### src/sv/ifmt_pkg.sv
// ----------------------------------------------------------------------------
// Integer field formatter package
// Shared types and constants for the integer field formatter.
// ----------------------------------------------------------------------------
`default_nettype none

package ifmt_pkg;

  localparam int MAX_WIDTH  = 509;
  localparam int NDIG       = 22;
  localparam int SR_W       = 4 * NDIG;
  localparam int VAL_W      = 64;
  localparam int PTR_DIGITS = 8;

  typedef enum logic [1:0] {
    BASE_DEC,
    BASE_OCT,
    BASE_HEX
  } base_t;

  typedef enum logic [2:0] {
    T_IDLE,
    T_SETUP,
    T_CONV,
    T_PLAN,
    T_EMIT
  } top_state_t;

  typedef enum logic [1:0] {
    C_IDLE,
    C_SHIFT,
    C_SCAN
  } conv_state_t;

  typedef enum logic [1:0] {
    E_IDLE,
    E_RUN,
    E_EMPTY
  } emit_state_t;

  typedef enum logic [2:0] {
    PH_PADL,
    PH_PRE0,
    PH_PRE1,
    PH_ZERO,
    PH_DIG,
    PH_PADR
  } phase_t;

  typedef struct packed {
    logic [8:0] padl;
    logic [8:0] padr;
    logic [8:0] zeros;
    logic [4:0] ndig;
    logic [1:0] npre;
    logic [7:0] pre0;
    logic [7:0] pre1;
    logic       upper;
  } plan_t;

endpackage

`default_nettype wire

### src/sv/ifmt_conv.sv
// ----------------------------------------------------------------------------
// Digit converter
// Shifts the magnitude in one bit per cycle, with BCD correction for decimal,
// then scans the digit register to count the significant digits.
// ----------------------------------------------------------------------------
`default_nettype none

module ifmt_conv (
  input  wire logic                     clk,
  input  wire logic                     rst_n,
  input  wire logic                     start,
  input  wire logic [63:0]              x,
  input  wire ifmt_pkg::base_t          base,
  input  wire logic [4:0]               rd_idx,
  output logic [3:0]                    rd_digit,
  output logic [4:0]                    ndig,
  output logic                          done
);
  import ifmt_pkg::*;

  conv_state_t      state_r, state_nxt;
  logic [SR_W-1:0]  sr_r, sr_nxt;
  logic [63:0]      src_r, src_nxt;
  logic [5:0]       cnt_r, cnt_nxt;
  logic [4:0]       scan_r, scan_nxt;
  logic [4:0]       ndig_r, ndig_nxt;
  base_t            base_r, base_nxt;
  logic [4:0]       sel_idx;
  logic [SR_W-1:0]  adj;

  function automatic logic [3:0] digit_at(logic [SR_W-1:0] sr, base_t b, logic [4:0] i);
    logic [3:0] d;
    if (b == BASE_OCT) begin
      d = {1'b0, sr[7'(i) * 7'd3 +: 3]};
    end else begin
      d = sr[{i, 2'b00} +: 4];
    end
    return d;
  endfunction

  assign sel_idx  = (state_r == C_SCAN) ? scan_r : rd_idx;
  assign rd_digit = digit_at(sr_r, base_r, sel_idx);
  assign ndig     = ndig_r;

  always_comb begin
    for (int k = 0; k < NDIG; k++) begin
      adj[4*k +: 4] = sr_r[4*k +: 4];
      if (base_r == BASE_DEC && sr_r[4*k +: 4] >= 4'd5) begin
        adj[4*k +: 4] = sr_r[4*k +: 4] + 4'd3;
      end
    end
  end

  always_comb begin
    state_nxt = state_r;
    sr_nxt    = sr_r;
    src_nxt   = src_r;
    cnt_nxt   = cnt_r;
    scan_nxt  = scan_r;
    ndig_nxt  = ndig_r;
    base_nxt  = base_r;
    done      = 1'b0;
    unique case (state_r)
      C_IDLE: begin
        if (start) begin
          sr_nxt    = '0;
          src_nxt   = x;
          base_nxt  = base;
          cnt_nxt   = '0;
          state_nxt = C_SHIFT;
        end
      end
      C_SHIFT: begin
        sr_nxt  = {adj[SR_W-2:0], src_r[63]};
        src_nxt = {src_r[62:0], 1'b0};
        cnt_nxt = cnt_r + 6'd1;
        if (cnt_r == 6'd63) begin
          scan_nxt  = '0;
          ndig_nxt  = 5'd1;
          state_nxt = C_SCAN;
        end
      end
      C_SCAN: begin
        if (rd_digit != 4'd0) begin
          ndig_nxt = scan_r + 5'd1;
        end
        scan_nxt = scan_r + 5'd1;
        if (scan_r == 5'(NDIG - 1)) begin
          done      = 1'b1;
          state_nxt = C_IDLE;
        end
      end
      default: state_nxt = C_IDLE;
    endcase
  end

  always_ff @(posedge clk) begin
    if (!rst_n) begin
      state_r <= C_IDLE;
    end else begin
      state_r <= state_nxt;
    end
    sr_r   <= sr_nxt;
    src_r  <= src_nxt;
    cnt_r  <= cnt_nxt;
    scan_r <= scan_nxt;
    ndig_r <= ndig_nxt;
    base_r <= base_nxt;
  end

endmodule

`default_nettype wire

### src/sv/ifmt_emit.sv
// ----------------------------------------------------------------------------
// Run emitter
// Walks the pad, prefix, zero, digit and pad phases and presents one run per
// word through a registered output stage.
// ----------------------------------------------------------------------------
`default_nettype none

module ifmt_emit (
  input  wire logic            clk,
  input  wire logic            rst_n,
  input  wire logic            start,
  input  wire ifmt_pkg::plan_t plan,
  output logic [4:0]           rd_idx,
  input  wire logic [3:0]      rd_digit,
  output logic                 busy,
  output logic                 out_tvalid,
  input  wire logic            out_tready,
  output logic [23:0]          out_tdata,  // character[7:0], run_length[16:8]
  output logic                 out_tlast
);
  import ifmt_pkg::*;

  emit_state_t state_r, state_nxt;
  phase_t      phase_r, phase_nxt;
  logic [4:0]  idx_r, idx_nxt;
  logic        vld_r, vld_nxt;
  logic [7:0]  chr_r, chr_nxt;
  logic [8:0]  len_r, len_nxt;
  logic        last_r, last_nxt;
  logic [5:0]  mask;
  logic        first_found, next_found, slot_free;
  phase_t      first_ph, next_ph;
  logic [7:0]  dig_chr;

  assign mask = {plan.padr != 9'd0, plan.ndig != 5'd0, plan.zeros != 9'd0,
                 plan.npre == 2'd2, plan.npre != 2'd0, plan.padl != 9'd0};

  always_comb begin
    first_found = 1'b0;
    first_ph    = PH_PADL;
    next_found  = 1'b0;
    next_ph     = PH_PADL;
    for (int j = 5; j >= 0; j--) begin
      if (mask[j]) begin
        first_found = 1'b1;
        first_ph    = phase_t'(3'(j));
        if (j > int'(phase_r)) begin
          next_found = 1'b1;
          next_ph    = phase_t'(3'(j));
        end
      end
    end
  end

  always_comb begin
    if (rd_digit < 4'd10) begin
      dig_chr = 8'h30 + {4'd0, rd_digit};
    end else begin
      dig_chr = (plan.upper ? 8'h41 : 8'h61) + {4'd0, rd_digit} - 8'd10;
    end
  end

  assign slot_free  = !vld_r || out_tready;
  assign rd_idx     = idx_r;
  assign busy       = (state_r != E_IDLE);
  assign out_tvalid = vld_r;
  assign out_tdata  = {7'd0, len_r, chr_r};
  assign out_tlast  = last_r;

  always_comb begin
    state_nxt = state_r;
    phase_nxt = phase_r;
    idx_nxt   = idx_r;
    vld_nxt   = vld_r && !out_tready;
    chr_nxt   = chr_r;
    len_nxt   = len_r;
    last_nxt  = last_r;
    unique case (state_r)
      E_IDLE: begin
        if (start) begin
          idx_nxt   = plan.ndig - 5'd1;
          phase_nxt = first_ph;
          state_nxt = first_found ? E_RUN : E_EMPTY;
        end
      end
      E_RUN: begin
        if (slot_free) begin
          vld_nxt  = 1'b1;
          last_nxt = !next_found;
          unique case (phase_r)
            PH_PADL: begin
              chr_nxt = 8'h20;
              len_nxt = plan.padl;
            end
            PH_PRE0: begin
              chr_nxt = plan.pre0;
              len_nxt = 9'd1;
            end
            PH_PRE1: begin
              chr_nxt = plan.pre1;
              len_nxt = 9'd1;
            end
            PH_ZERO: begin
              chr_nxt = 8'h30;
              len_nxt = plan.zeros;
            end
            PH_DIG: begin
              chr_nxt  = dig_chr;
              len_nxt  = 9'd1;
              last_nxt = (idx_r == 5'd0) && !next_found;
            end
            PH_PADR: begin
              chr_nxt = 8'h20;
              len_nxt = plan.padr;
            end
            default: begin
              chr_nxt = 8'h20;
              len_nxt = 9'd0;
            end
          endcase
          if (phase_r == PH_DIG && idx_r != 5'd0) begin
            idx_nxt = idx_r - 5'd1;
          end else if (next_found) begin
            phase_nxt = next_ph;
          end else begin
            state_nxt = E_IDLE;
          end
        end
      end
      E_EMPTY: begin
        if (slot_free) begin
          vld_nxt   = 1'b1;
          chr_nxt   = 8'd0;
          len_nxt   = 9'd0;
          last_nxt  = 1'b1;
          state_nxt = E_IDLE;
        end
      end
      default: state_nxt = E_IDLE;
    endcase
  end

  always_ff @(posedge clk) begin
    if (!rst_n) begin
      state_r <= E_IDLE;
      vld_r   <= 1'b0;
    end else begin
      state_r <= state_nxt;
      vld_r   <= vld_nxt;
    end
    phase_r <= phase_nxt;
    idx_r   <= idx_nxt;
    chr_r   <= chr_nxt;
    len_r   <= len_nxt;
    last_r  <= last_nxt;
  end

endmodule

`default_nettype wire

### src/sv/integer_field_formatter.sv
// ----------------------------------------------------------------------------
// Integer field formatter
// Turns one parsed integer conversion into runs of repeated ASCII characters.
// ----------------------------------------------------------------------------
// Flow: a setup step, bit-serial conversion, a digit scan, a planning step and
// the output register lie between the word being taken and the first run word;
// the run words then follow one per cycle while out_tready is high (up to 25).
// One field is in work at a time: the next word is taken only after the
// emitter has issued the last run word of the previous field.
// Reset is synchronous and active low; it clears all control state.
`default_nettype none

module integer_field_formatter (
  input  wire logic        clk,
  input  wire logic        rst_n,
  input  wire logic        in_tvalid,
  output logic             in_tready,
  // kind[2:0], size_mod[4:3], left_justify[5], plus_sign[6], space_sign[7],
  // alternate[8], zero_pad[9], field_width[18:10], precision[28:19],
  // value[92:29]
  input  wire logic [95:0] in_tdata,
  output logic             out_tvalid,
  input  wire logic        out_tready,
  // character[7:0], run_length[16:8]
  output logic [23:0]      out_tdata,
  output logic             out_tlast
);
  import ifmt_pkg::*;

  localparam logic [2:0] KIND_SDEC = 3'd0;
  localparam logic [2:0] KIND_UDEC = 3'd1;
  localparam logic [2:0] KIND_OCT  = 3'd2;
  localparam logic [2:0] KIND_HEXL = 3'd3;
  localparam logic [2:0] KIND_HEXU = 3'd4;
  localparam logic [2:0] KIND_PTR  = 3'd5;
  localparam logic [1:0] SIZE_SHORT = 2'd1;

  top_state_t   state_r, state_nxt;
  logic [95:0]  in_r;
  logic [2:0]   kind;
  logic [1:0]   sm;
  logic         left, plus, space, alt, zpad;
  logic [8:0]   fw;
  logic [9:0]   prec_in;
  logic [63:0]  val;

  logic signed [11:0] prec_r, prec_s;
  logic         conv_r, conv_s;
  logic         ptr_r, ptr_s;
  logic         upper_s, upper_r;
  logic [1:0]   npre_r, npre_s;
  logic [7:0]   pre0_r, pre0_s, pre1_r, pre1_s;
  logic [63:0]  x_s, xs;
  logic         neg;
  base_t        base_s;
  plan_t        plan_r, plan_nxt;

  logic         conv_start, conv_done, emit_start, emit_busy;
  logic [4:0]   conv_ndig, rd_idx;
  logic [3:0]   rd_digit;

  logic signed [11:0] w_s, nd_s, np_s, z_s, pad_s;

  assign kind    = in_r[2:0];
  assign sm      = in_r[4:3];
  assign left    = in_r[5];
  assign plus    = in_r[6];
  assign space   = in_r[7];
  assign alt     = in_r[8];
  assign zpad    = in_r[9];
  assign fw      = in_r[18:10];
  assign prec_in = in_r[28:19];
  assign val     = in_r[92:29];

  assign in_tready  = (state_r == T_IDLE);
  assign conv_start = (state_r == T_SETUP);
  assign emit_start = (state_r == T_PLAN);

  always_comb begin
    prec_s = {{2{prec_in[9]}}, prec_in};
    if (prec_s > 12'(MAX_WIDTH)) begin
      prec_s = 12'(MAX_WIDTH);
    end
    conv_s  = 1'b1;
    ptr_s   = 1'b0;
    upper_s = 1'b0;
    npre_s  = 2'd0;
    pre0_s  = 8'h30;
    pre1_s  = 8'h78;
    base_s  = BASE_DEC;
    x_s     = '0;
    xs      = '0;
    neg     = 1'b0;
    unique case (kind)
      KIND_SDEC: begin
        if (prec_s < 12'sd0) begin
          prec_s = 12'sd1;
        end
        xs  = sm[1] ? val : {{32{val[31]}}, val[31:0]};
        neg = sm[1] ? val[63] : val[31];
        if (xs == 64'd0 && prec_s == 12'sd0) begin
          conv_s = 1'b0;
        end else begin
          x_s = neg ? (64'd0 - xs) : xs;
          if (neg) begin
            npre_s = 2'd1;
            pre0_s = 8'h2D;
          end else if (plus) begin
            npre_s = 2'd1;
            pre0_s = 8'h2B;
          end else if (space) begin
            npre_s = 2'd1;
            pre0_s = 8'h20;
          end
          if (sm == SIZE_SHORT) begin
            x_s = {48'd0, x_s[15:0]};
          end else if (!sm[1]) begin
            x_s = {32'd0, x_s[31:0]};
          end
        end
      end
      KIND_UDEC, KIND_OCT, KIND_HEXL, KIND_HEXU: begin
        if (prec_s < 12'sd0) begin
          prec_s = 12'sd1;
        end
        xs = sm[1] ? val : {32'd0, val[31:0]};
        if (xs == 64'd0 && prec_s == 12'sd0) begin
          conv_s = 1'b0;
        end else begin
          upper_s = (kind == KIND_HEXU);
          base_s  = (kind == KIND_UDEC) ? BASE_DEC :
                    (kind == KIND_OCT) ? BASE_OCT : BASE_HEX;
          if (alt) begin
            if (kind == KIND_OCT) begin
              npre_s = 2'd1;
              prec_s = prec_s - 12'sd1;
            end else if (kind != KIND_UDEC) begin
              npre_s = 2'd2;
              pre1_s = upper_s ? 8'h58 : 8'h78;
            end
          end
          x_s = (sm == SIZE_SHORT) ? {48'd0, xs[15:0]} : xs;
        end
      end
      KIND_PTR: begin
        x_s    = {32'd0, val[31:0]};
        base_s = BASE_HEX;
        ptr_s  = 1'b1;
      end
      default: conv_s = 1'b0;
    endcase
  end

  always_comb begin
    w_s  = (fw > 9'(MAX_WIDTH)) ? 12'(MAX_WIDTH) : {3'd0, fw};
    nd_s = conv_r ? {7'd0, conv_ndig} : 12'sd0;
    np_s = {10'd0, npre_r};
    z_s  = 12'sd0;
    if (!conv_r) begin
      z_s = 12'sd0;
    end else if (ptr_r) begin
      z_s = 12'(PTR_DIGITS) - nd_s;
    end else if (zpad && !left) begin
      z_s = w_s - np_s - nd_s;
    end else if (prec_r > 12'sd0) begin
      z_s = prec_r - nd_s;
    end
    if (z_s < 12'sd0) begin
      z_s = 12'sd0;
    end
    pad_s          = w_s - np_s - z_s - nd_s;
    plan_nxt.padl  = (!left && pad_s > 12'sd0) ? pad_s[8:0] : 9'd0;
    plan_nxt.padr  = (left && pad_s > 12'sd0) ? pad_s[8:0] : 9'd0;
    plan_nxt.zeros = z_s[8:0];
    plan_nxt.ndig  = nd_s[4:0];
    plan_nxt.npre  = npre_r;
    plan_nxt.pre0  = pre0_r;
    plan_nxt.pre1  = pre1_r;
    plan_nxt.upper = upper_r;
  end

  always_comb begin
    state_nxt = state_r;
    unique case (state_r)
      T_IDLE:  if (in_tvalid) state_nxt = T_SETUP;
      T_SETUP: state_nxt = T_CONV;
      T_CONV:  if (conv_done) state_nxt = T_PLAN;
      T_PLAN:  state_nxt = T_EMIT;
      T_EMIT:  if (!emit_busy) state_nxt = T_IDLE;
      default: state_nxt = T_IDLE;
    endcase
  end

  always_ff @(posedge clk) begin
    if (!rst_n) begin
      state_r <= T_IDLE;
    end else begin
      state_r <= state_nxt;
    end
    if (in_tvalid && in_tready) begin
      in_r <= in_tdata;
    end
    if (state_r == T_SETUP) begin
      prec_r  <= prec_s;
      conv_r  <= conv_s;
      ptr_r   <= ptr_s;
      upper_r <= upper_s;
      npre_r  <= npre_s;
      pre0_r  <= pre0_s;
      pre1_r  <= pre1_s;
    end
    if (state_r == T_PLAN) begin
      plan_r <= plan_nxt;
    end
  end

  ifmt_conv u_conv (
    .clk      (clk),
    .rst_n    (rst_n),
    .start    (conv_start),
    .x        (x_s),
    .base     (base_s),
    .rd_idx   (rd_idx),
    .rd_digit (rd_digit),
    .ndig     (conv_ndig),
    .done     (conv_done)
  );

  ifmt_emit u_emit (
    .clk        (clk),
    .rst_n      (rst_n),
    .start      (emit_start),
    .plan       (plan_nxt),
    .rd_idx     (rd_idx),
    .rd_digit   (rd_digit),
    .busy       (emit_busy),
    .out_tvalid (out_tvalid),
    .out_tready (out_tready),
    .out_tdata  (out_tdata),
    .out_tlast  (out_tlast)
  );

`ifndef SYNTHESIS
  a_ready_idle: assert property (@(posedge clk) disable iff (!rst_n)
    in_tready |-> !emit_busy)
    else $error("input ready while runs are still being emitted");

  a_done_in_conv: assert property (@(posedge clk) disable iff (!rst_n)
    conv_done |-> state_r == T_CONV)
    else $error("converter finished outside the conversion phase");

  a_ndig_range: assert property (@(posedge clk) disable iff (!rst_n)
    conv_done |=> (conv_ndig >= 5'd1 && conv_ndig <= 5'(NDIG)))
    else $error("digit count out of range");

  a_plan_held: assert property (@(posedge clk) disable iff (!rst_n)
    state_r == T_EMIT |-> plan_r == plan_nxt)
    else $error("run plan changed while emitting");
`endif

endmodule

`default_nettype wire

### config.mk
export PLATFORM = sky130hd
export DESIGN_NAME = integer_field_formatter
export DESIGN_NICKNAME = d
export VERILOG_FILES = /design/src/sv/ifmt_pkg.sv /design/src/sv/ifmt_conv.sv /design/src/sv/ifmt_emit.sv /design/src/sv/integer_field_formatter.sv
export SDC_FILE = /design/constraint.sdc
export NUM_CORES = 1
export LEC_CHECK = 0
export BUFFER_PORTS_ARGS = -buffer_cell sky130_fd_sc_hd__buf_2
export CORE_MARGIN = 3
export CORE_UTILIZATION = 40
export CTS_CLUSTER_DIAMETER = 120
export DETAILED_ROUTE_END_ITERATION = 16
export PLACE_DENSITY = 0.57
export RECOVER_POWER = 25
export SYNTH_ARGS = -nofsm -noshare
export SYNTH_HDL_FRONTEND = slang
export SYNTH_SLANG_ARGS = --single-unit
### constraint.sdc
create_clock -name clk -period 12.3 [get_ports clk]
set_clock_uncertainty 0.1 [all_clocks]
set_input_delay 2.46 -clock clk [delete_from_list [all_inputs] [get_ports clk]]
set_output_delay 2.46 -clock clk [all_outputs]
set_load 0.02 [all_outputs]
Yosys cells after proc, flatten, opt, wreduce, memory -nomap -nowiden:

Index checks and enable logic that the tools add are counted.

* register bits: 330
* bits of input ports: 100

* $add $sub $neg: 37
* $mul: 1
* magnitude comparators: 34
* equality and inequality tests: 38
* shift operators: 2
* mux-type cells: 157
* bitwise logic cells: 4
* reductions and logical operators: 77

Operator list (count)
* 64-bit two-way mux: 9
* 64-bit one-hot mux with 3 select lines: 1
* 88-bit one-hot mux with 2 select lines: 1
* 12-bit two-way mux: 12
* 64-bit zero test: 2
* 64-bit one-hot mux with 2 select lines: 1
* 4-bit by 3-bit greater-or-equal comparator with 1-bit output (second input constant): 22
* 4-bit two-way mux: 22
* 88-bit two-way mux: 1
* 88-bit by 8-bit variable part select with 3-bit output: 1
* 88-bit by 8-bit variable part select with 4-bit output: 1
* 4-bit by 2-bit adder with 4-bit output (second input constant): 21
* 3-bit two-way mux: 24
* 1-bit by 64-bit subtractor with 64-bit output (first input constant): 1
* 5-bit two-way mux: 11
* 9-bit two-way mux: 5
* 9-bit one-hot mux with 4 select lines: 1
* 2-bit two-way mux: 16
* 8-bit one-hot mux with 4 select lines: 1
* 1-bit logical AND: 31
* 1-bit two-way mux: 31
* 5-bit one-hot mux with 2 select lines: 3
* 9-bit nonzero test: 3
* 12-bit by 1-bit greater-than comparator with 1-bit output (second input constant): 2
* 61 further kinds: 127

Depth between registers and ports, before layout:

* word-level depth: 29
* gate-level depth with buffers: 31
* depth with buffers taken out: 28

Modules after synthesis:

From an unflattened synthesis, not the netlist that was laid out.

* cells, all modules: 2294
* area total of the unflattened synthesis: 21131.5 um^2

By module, submodules not included
* ifmt_conv: instances 1, cells each 1119, area each 10568.9 um^2, sequential area each 5144.9 um^2
* integer_field_formatter: instances 1, cells each 956, area each 8489.4 um^2, sequential area each 3513.4 um^2
* ifmt_emit: instances 1, cells each 219, area each 2073.2 um^2, sequential area each 840.8 um^2

Worst setup path before layout:

No wires, ideal clock.

* path type: input port to flip-flop
* from: in in_tvalid
* to: reg in_r[0], enable pin
* library setup time: 0.805 ns
* arrival time: 11.832 ns
* required time: 11.395 ns
* setup slack: -0.437 ns
* stages on the path: 1
* path buffers: 0
* cell sequence: nor4b_1

* word-level cells in the longest chain between the ends: 1

Ends and longest elaborated chain
* start: declaration: RTL line integer_field_formatter.sv:16 `input wire logic in_tvalid,`
* 1-bit logical AND: RTL line integer_field_formatter.sv:200 `if (in_tvalid && in_tready) begin`
* end signal: assignment: RTL line integer_field_formatter.sv:201 `in_r <= in_tdata;`
* end: declaration: RTL line integer_field_formatter.sv:39 `logic [95:0] in_r;`

No other way between the ends.
A chain may end at the register's enable or synchronous reset.

Final worst setup path:

* from: reg in_r[12]
* to: reg u_emit.phase_r[2], enable pin

* word-level cells in the longest chain between the ends: 26
* elaborated cells between the ends (all ways): 27
* those cells by class: add/sub: 4; order compare: 3; eq/ne: 1; mux: 15; reduce/logical: 4

Ends and longest elaborated chain
* 9-bit greater-than comparator: RTL line integer_field_formatter.sv:155 `w_s = (fw > 9'(MAX_WIDTH)) ? 12'(MAX_WIDTH) : {3'd0, fw};`
* 9-bit two-way mux (*): RTL line integer_field_formatter.sv:155
* 9-bit by 2-bit subtractor with 10-bit output (*): RTL line integer_field_formatter.sv:164, integer_field_formatter.sv:171
* 10-bit by 6-bit subtractor with 11-bit output: RTL line integer_field_formatter.sv:164 `z_s = w_s - np_s - nd_s;`
* 12-bit two-way mux: RTL line integer_field_formatter.sv:163 `end else if (zpad && !left) begin`
* 12-bit two-way mux: RTL line integer_field_formatter.sv:161 `end else if (ptr_r) begin`
* 12-bit two-way mux: RTL line integer_field_formatter.sv:159 `if (!conv_r) begin`
* 12-bit by 1-bit less-than comparator with 1-bit output: RTL line integer_field_formatter.sv:168 `if (z_s < 12'sd0) begin`
* (+10 left out)
* 1-bit two-way mux: RTL line ifmt_emit.sv:47 `if (j > int'(phase_r)) begin`
* 1-bit two-way mux (*): RTL line ifmt_emit.sv:44 `if (mask[j]) begin`
* 1-bit two-way mux: RTL line ifmt_emit.sv:47
* 1-bit two-way mux (*): RTL line ifmt_emit.sv:44
* 1-bit two-way mux: RTL line ifmt_emit.sv:47
* 1-bit two-way mux (*): RTL line ifmt_emit.sv:44
* 2-bit by 1-bit inequality test with 1-bit output (no line) (*)
* 5-bit AND reduction (no line) (*)
* end signal: assignment: RTL line ifmt_emit.sv:151 `phase_r <= phase_nxt;`
* end: declaration: RTL line ifmt_emit.sv:24 `phase_t phase_r, phase_nxt;`

Mark *: on every way between the ends. The rest lies on a longest branch, timed or not.

==> impl_results.md <==
* Critical path class: flop to flop
* Reg2reg path depth at 27
* CTS tree: done
* Final period utilization at 61.7%
* Antenna fix cells at 0
* CTS max path bufs at 3
* Critical Path Source: in_r[12]
* Setup WS pre-CTS at 4.81 ns
* Placement Cell Area at 21,900 sq um
* CP Data Required Time at 12.50 ns
* Synthesis Warnings at 0
* Worst rel slew slack at -196%
* RSZ-0062 raised after global routing: no
* Die width at 234 um
* Crit path DAT at 7.79 ns
* Routed wl met2 at 25.0 mm
* Routed length per instance at 19.1 um
* Vias in the first global route at 16,000
* Max incr delay on CP at 0.74 ns
* Top sig layer: met4
* Endpoints failing setup at 0
* Placeable Area at 50,700 sq um
* VDD IR max at 0.107 mV
* Fin. max-slew vios at 187
* Clock Sinks at 318
* Count leader, synth: edfxtp_1
* Initial DRC count at 1,586
* Final GP Congestion at 0.874
* Initial antenna violation count at 0
* Top FF cell, synth: edfxtp_1
* Crit path capture type: flop
* Residual DRC at 0
* Crit path time final at 7.59 ns
* Site Rows at 82
* Vias post-DR at 16,800
* Clock slew at reported path FFs at 0.06 ns
* PD cells at 176 nW/um^2
* Overflow after GRT at 0
* Pin count of the biggest net entering global routing at 94
* Die area at 54,600 sq um
* Initial core utilization at 40.9%
* Highest-delay cell along the critical path: o311ai_0
* Asr flop ratio synth at 0%
* Inserted Clock Buffers at 38
* Hold_ws at 0.385 ns
* Slew at the pin closest to its max-slew limit at 4.44 ns
* Fmax at 0.132 GHz
* Routed wl met3 at 3.29 mm
* Leak at 8.29 nW
* Setup crit end: u_emit.phase_r[2]
* Total negative setup slack at 0 ns
* Final-report hold violation count at 0
* Yosys top cell by area: edfxtp_1
* Final worst slack at 4.71 ns
* Area contributors post-synth: edfxtp_1 45%, ha_1 5.2%, a21oi_1 4.2%, o21ai_0 3.8%, nor2_1 3.7%
* Worst r2r src: in_r[12]
* #FFs+latches synth at 318
* Crit. path cell count at 27
* Post-DP HPWL at 39.3 mm
* Fin nets at 2,388
* WL met1 at 25.6 mm
* Clk Latency, worst-skew pair at 0.58 ns
* CTS resizes at 0
* Worst reg2reg path endpoint: u_emit.phase_r[2]
* Sequential-to-total area share from yosys stat at 45.6%
* CP bufs+invs at 2
* Outcome: complete, but fails checks
* Syn Inst Count at 2,115
* PortBufs at 115
* Total Wirelength at 55.2 mm
* CP delay by family, top: compound AO/OA/AOI/OAI gates
* Post-CTS setup buffer count at 0
* Aggregate global-route resource usage at 20.2%
* Root Driver: clkbuf_16
* Layout cell share with drive strength beyond 1 at 12.1%
* Max-cap violations at 3
* Post-synth top cells: 310 x edfxtp_1, 203 x nor2_1, 184 x nand2_1
* Post-synth EDFFs at 310
* CTS Hold Bufs at 0
* Hold path start: u_emit.state_r[1]
* Reg2Reg Setup Slack at 4.71 ns
* Crit path max fanout at 8
* Setup crit start kind: flop
* Syn-to-layout area delta at 11.9%
* Fin util at 45.8%
* Post-synth top area share at 44.9%
* Die height at 234 um
* Io pins at 127
* Drt first pass iters at 5
* Failing checks: capacitance limit, slew limit
* Yosys cell types at 102
* Via density at 5.79
* HP Class: flop to flop
* Mapped cell area at 20,700 sq um
* First-pass GRT wire length at 88.3 mm
* Post-synthesis average cell area at 9.81 sq um
* Finished Cell Area at 23,200 sq um
* H-Tree Level Count at 2
* Routed Antenna Nets at 0
-- cells by family (layout without fill, tap and decap cells) --
group | after synthesis | count (layout) | share of synthesized area (%)
AND/OR/NAND/NOR | 732 | 732 | 17.7
AO/OA/AOI/OAI | 616 | 616 | 18.5
flip-flops | 318 | 318 | 45.6
buffers and inverters | 220 | 322 | 4.36
adder cells (fa/ha/maj) | 94 | 94 | 5.96
XOR/XNOR | 69 | 69 | 2.91
multiplexers | 65 | 65 | 4.87
other | 1 | 8 | 0.0181
-- cells in the final DEF (no fill, tap or decap), types with 9 or more instances in the layout --
master / Yosys / routed
o21ai_1: 48 / 48
o211ai_1: 28 / 28
inv_1: 119 / 119
nand3b_1: 11 / 11
nor2b_1: 30 / 30
buf_4: 12 / 15
a31oi_1: 16 / 16
nor3_1: 52 / 52
nor4_1: 21 / 21
edfxtp_1: 310 / 310
ha_1: 86 / 86
a21oi_1: 175 / 173
mux4_2: 27 / 27
buf_2: 9 / 115
or4_1: 37 / 37
o21ai_0: 156 / 156
mux2i_1: 32 / 32
a211oi_1: 36 / 36
o22ai_1: 9 / 9
a22o_1: 17 / 17
or3_1: 19 / 19
nand2_1: 184 / 183
nor2_1: 203 / 203
o31ai_1: 17 / 17
xnor2_1: 40 / 40
a22oi_1: 12 / 12
a21o_1: 12 / 12
and2_1: 17 / 17
clkbuf_16: 0 / 39
xor2_1: 29 / 29
nand2b_1: 31 / 31
and3_1: 9 / 9
nor3b_1: 17 / 17
nand3_1: 48 / 48
-- worst min path at each step --
stage	endpoint	slack [ns]	depth (start not counted)
floorplan	u_emit.state_r[1]	0.35	2
CTS	u_emit.state_r[1]	0.39	2
global route	u_emit.state_r[1]	0.42	2
detailed placement	u_emit.state_r[1]	0.38	2
global placement	u_emit.state_r[1]	0.37	2
finish	u_emit.state_r[1]	0.38	2
-- routing by layer --
layer / track usage, % / up-vias
li1: - / 8080
met1: 28.8 / 8043
met2: 31.7 / 550
met3: 3.18 / 90
met4: 6.08 / 0
met5: 0 / -
-- flip-flops by register name, indices dropped and copies added, names as in the netlist, 2 cells and up --
| signal | count |
|---|---|
| u_emit.phase_r | 3 |
| u_emit.rd_idx | 5 |
| u_conv.src_r | 64 |
| u_conv.cnt_r | 6 |
| pre0_r | 4 |
| u_conv.ndig | 5 |
| u_conv.sr_r | 88 |
| npre_r | 2 |
| u_emit.chr_r | 7 |
| u_emit.state_r | 2 |
| prec_r | 12 |
| state_r | 3 |
| u_conv.state_r | 2 |
| u_conv.scan_r | 5 |
| u_conv.base_r | 2 |
| u_emit.len_r | 9 |
| in_r | 93 |
-- layout make-up --
class,count,area [sq um]
fillers,4858,27500
repair buffers,132,696
inverters,120,450
flip-flops and latches,318,9470
clock inverters,26,338
multi-input cells,1584,10400
well taps,672,841
clock buffers,44,1000
-- worst register-to-register path: stages, from the launching register on --
cell	delay, ns
edfxtp_1	0.51
nand4_1	0.14
nor2_1	0.06
a21oi_1	0.20
ha_1	0.17
inv_1	0.06
fa_1	0.48
xnor2_1	0.36
ha_1	0.36
nand2b_1	0.10
a21oi_1	0.09
a2111o_1	0.49
a211oi_2	0.24
o21a_1	0.25
and2_1	0.24
nor2_1	0.08
fa_1	0.49
inv_1	0.04
ha_1	0.34
o21ai_0	0.15
o21ai_0	0.39
a21oi_1	0.11
o311ai_0	0.74
a31oi_1	0.25
nand2_1	0.19
a22o_1	0.22
nand2_1	0.11
o311a_1	0.36
-- power by group --
part | leakage [nW] | internal, mW | total (mW) | switching, mW
clock | 0.643 | 0.737 | 1.21 | 0.474
combinational | 4.61 | 0.464 | 1.23 | 0.765
sequential | 3.03 | 1.46 | 1.66 | 0.195
-- per-stage QoR --
stage	power, mW	instances
global placement	2.86	2826
floorplan	2.55	2122
finish	4.10	2896
CTS	4.12	2896
global route	4.35	2896
detailed placement	2.89	2826
Power figures use the tool's default switching activity.
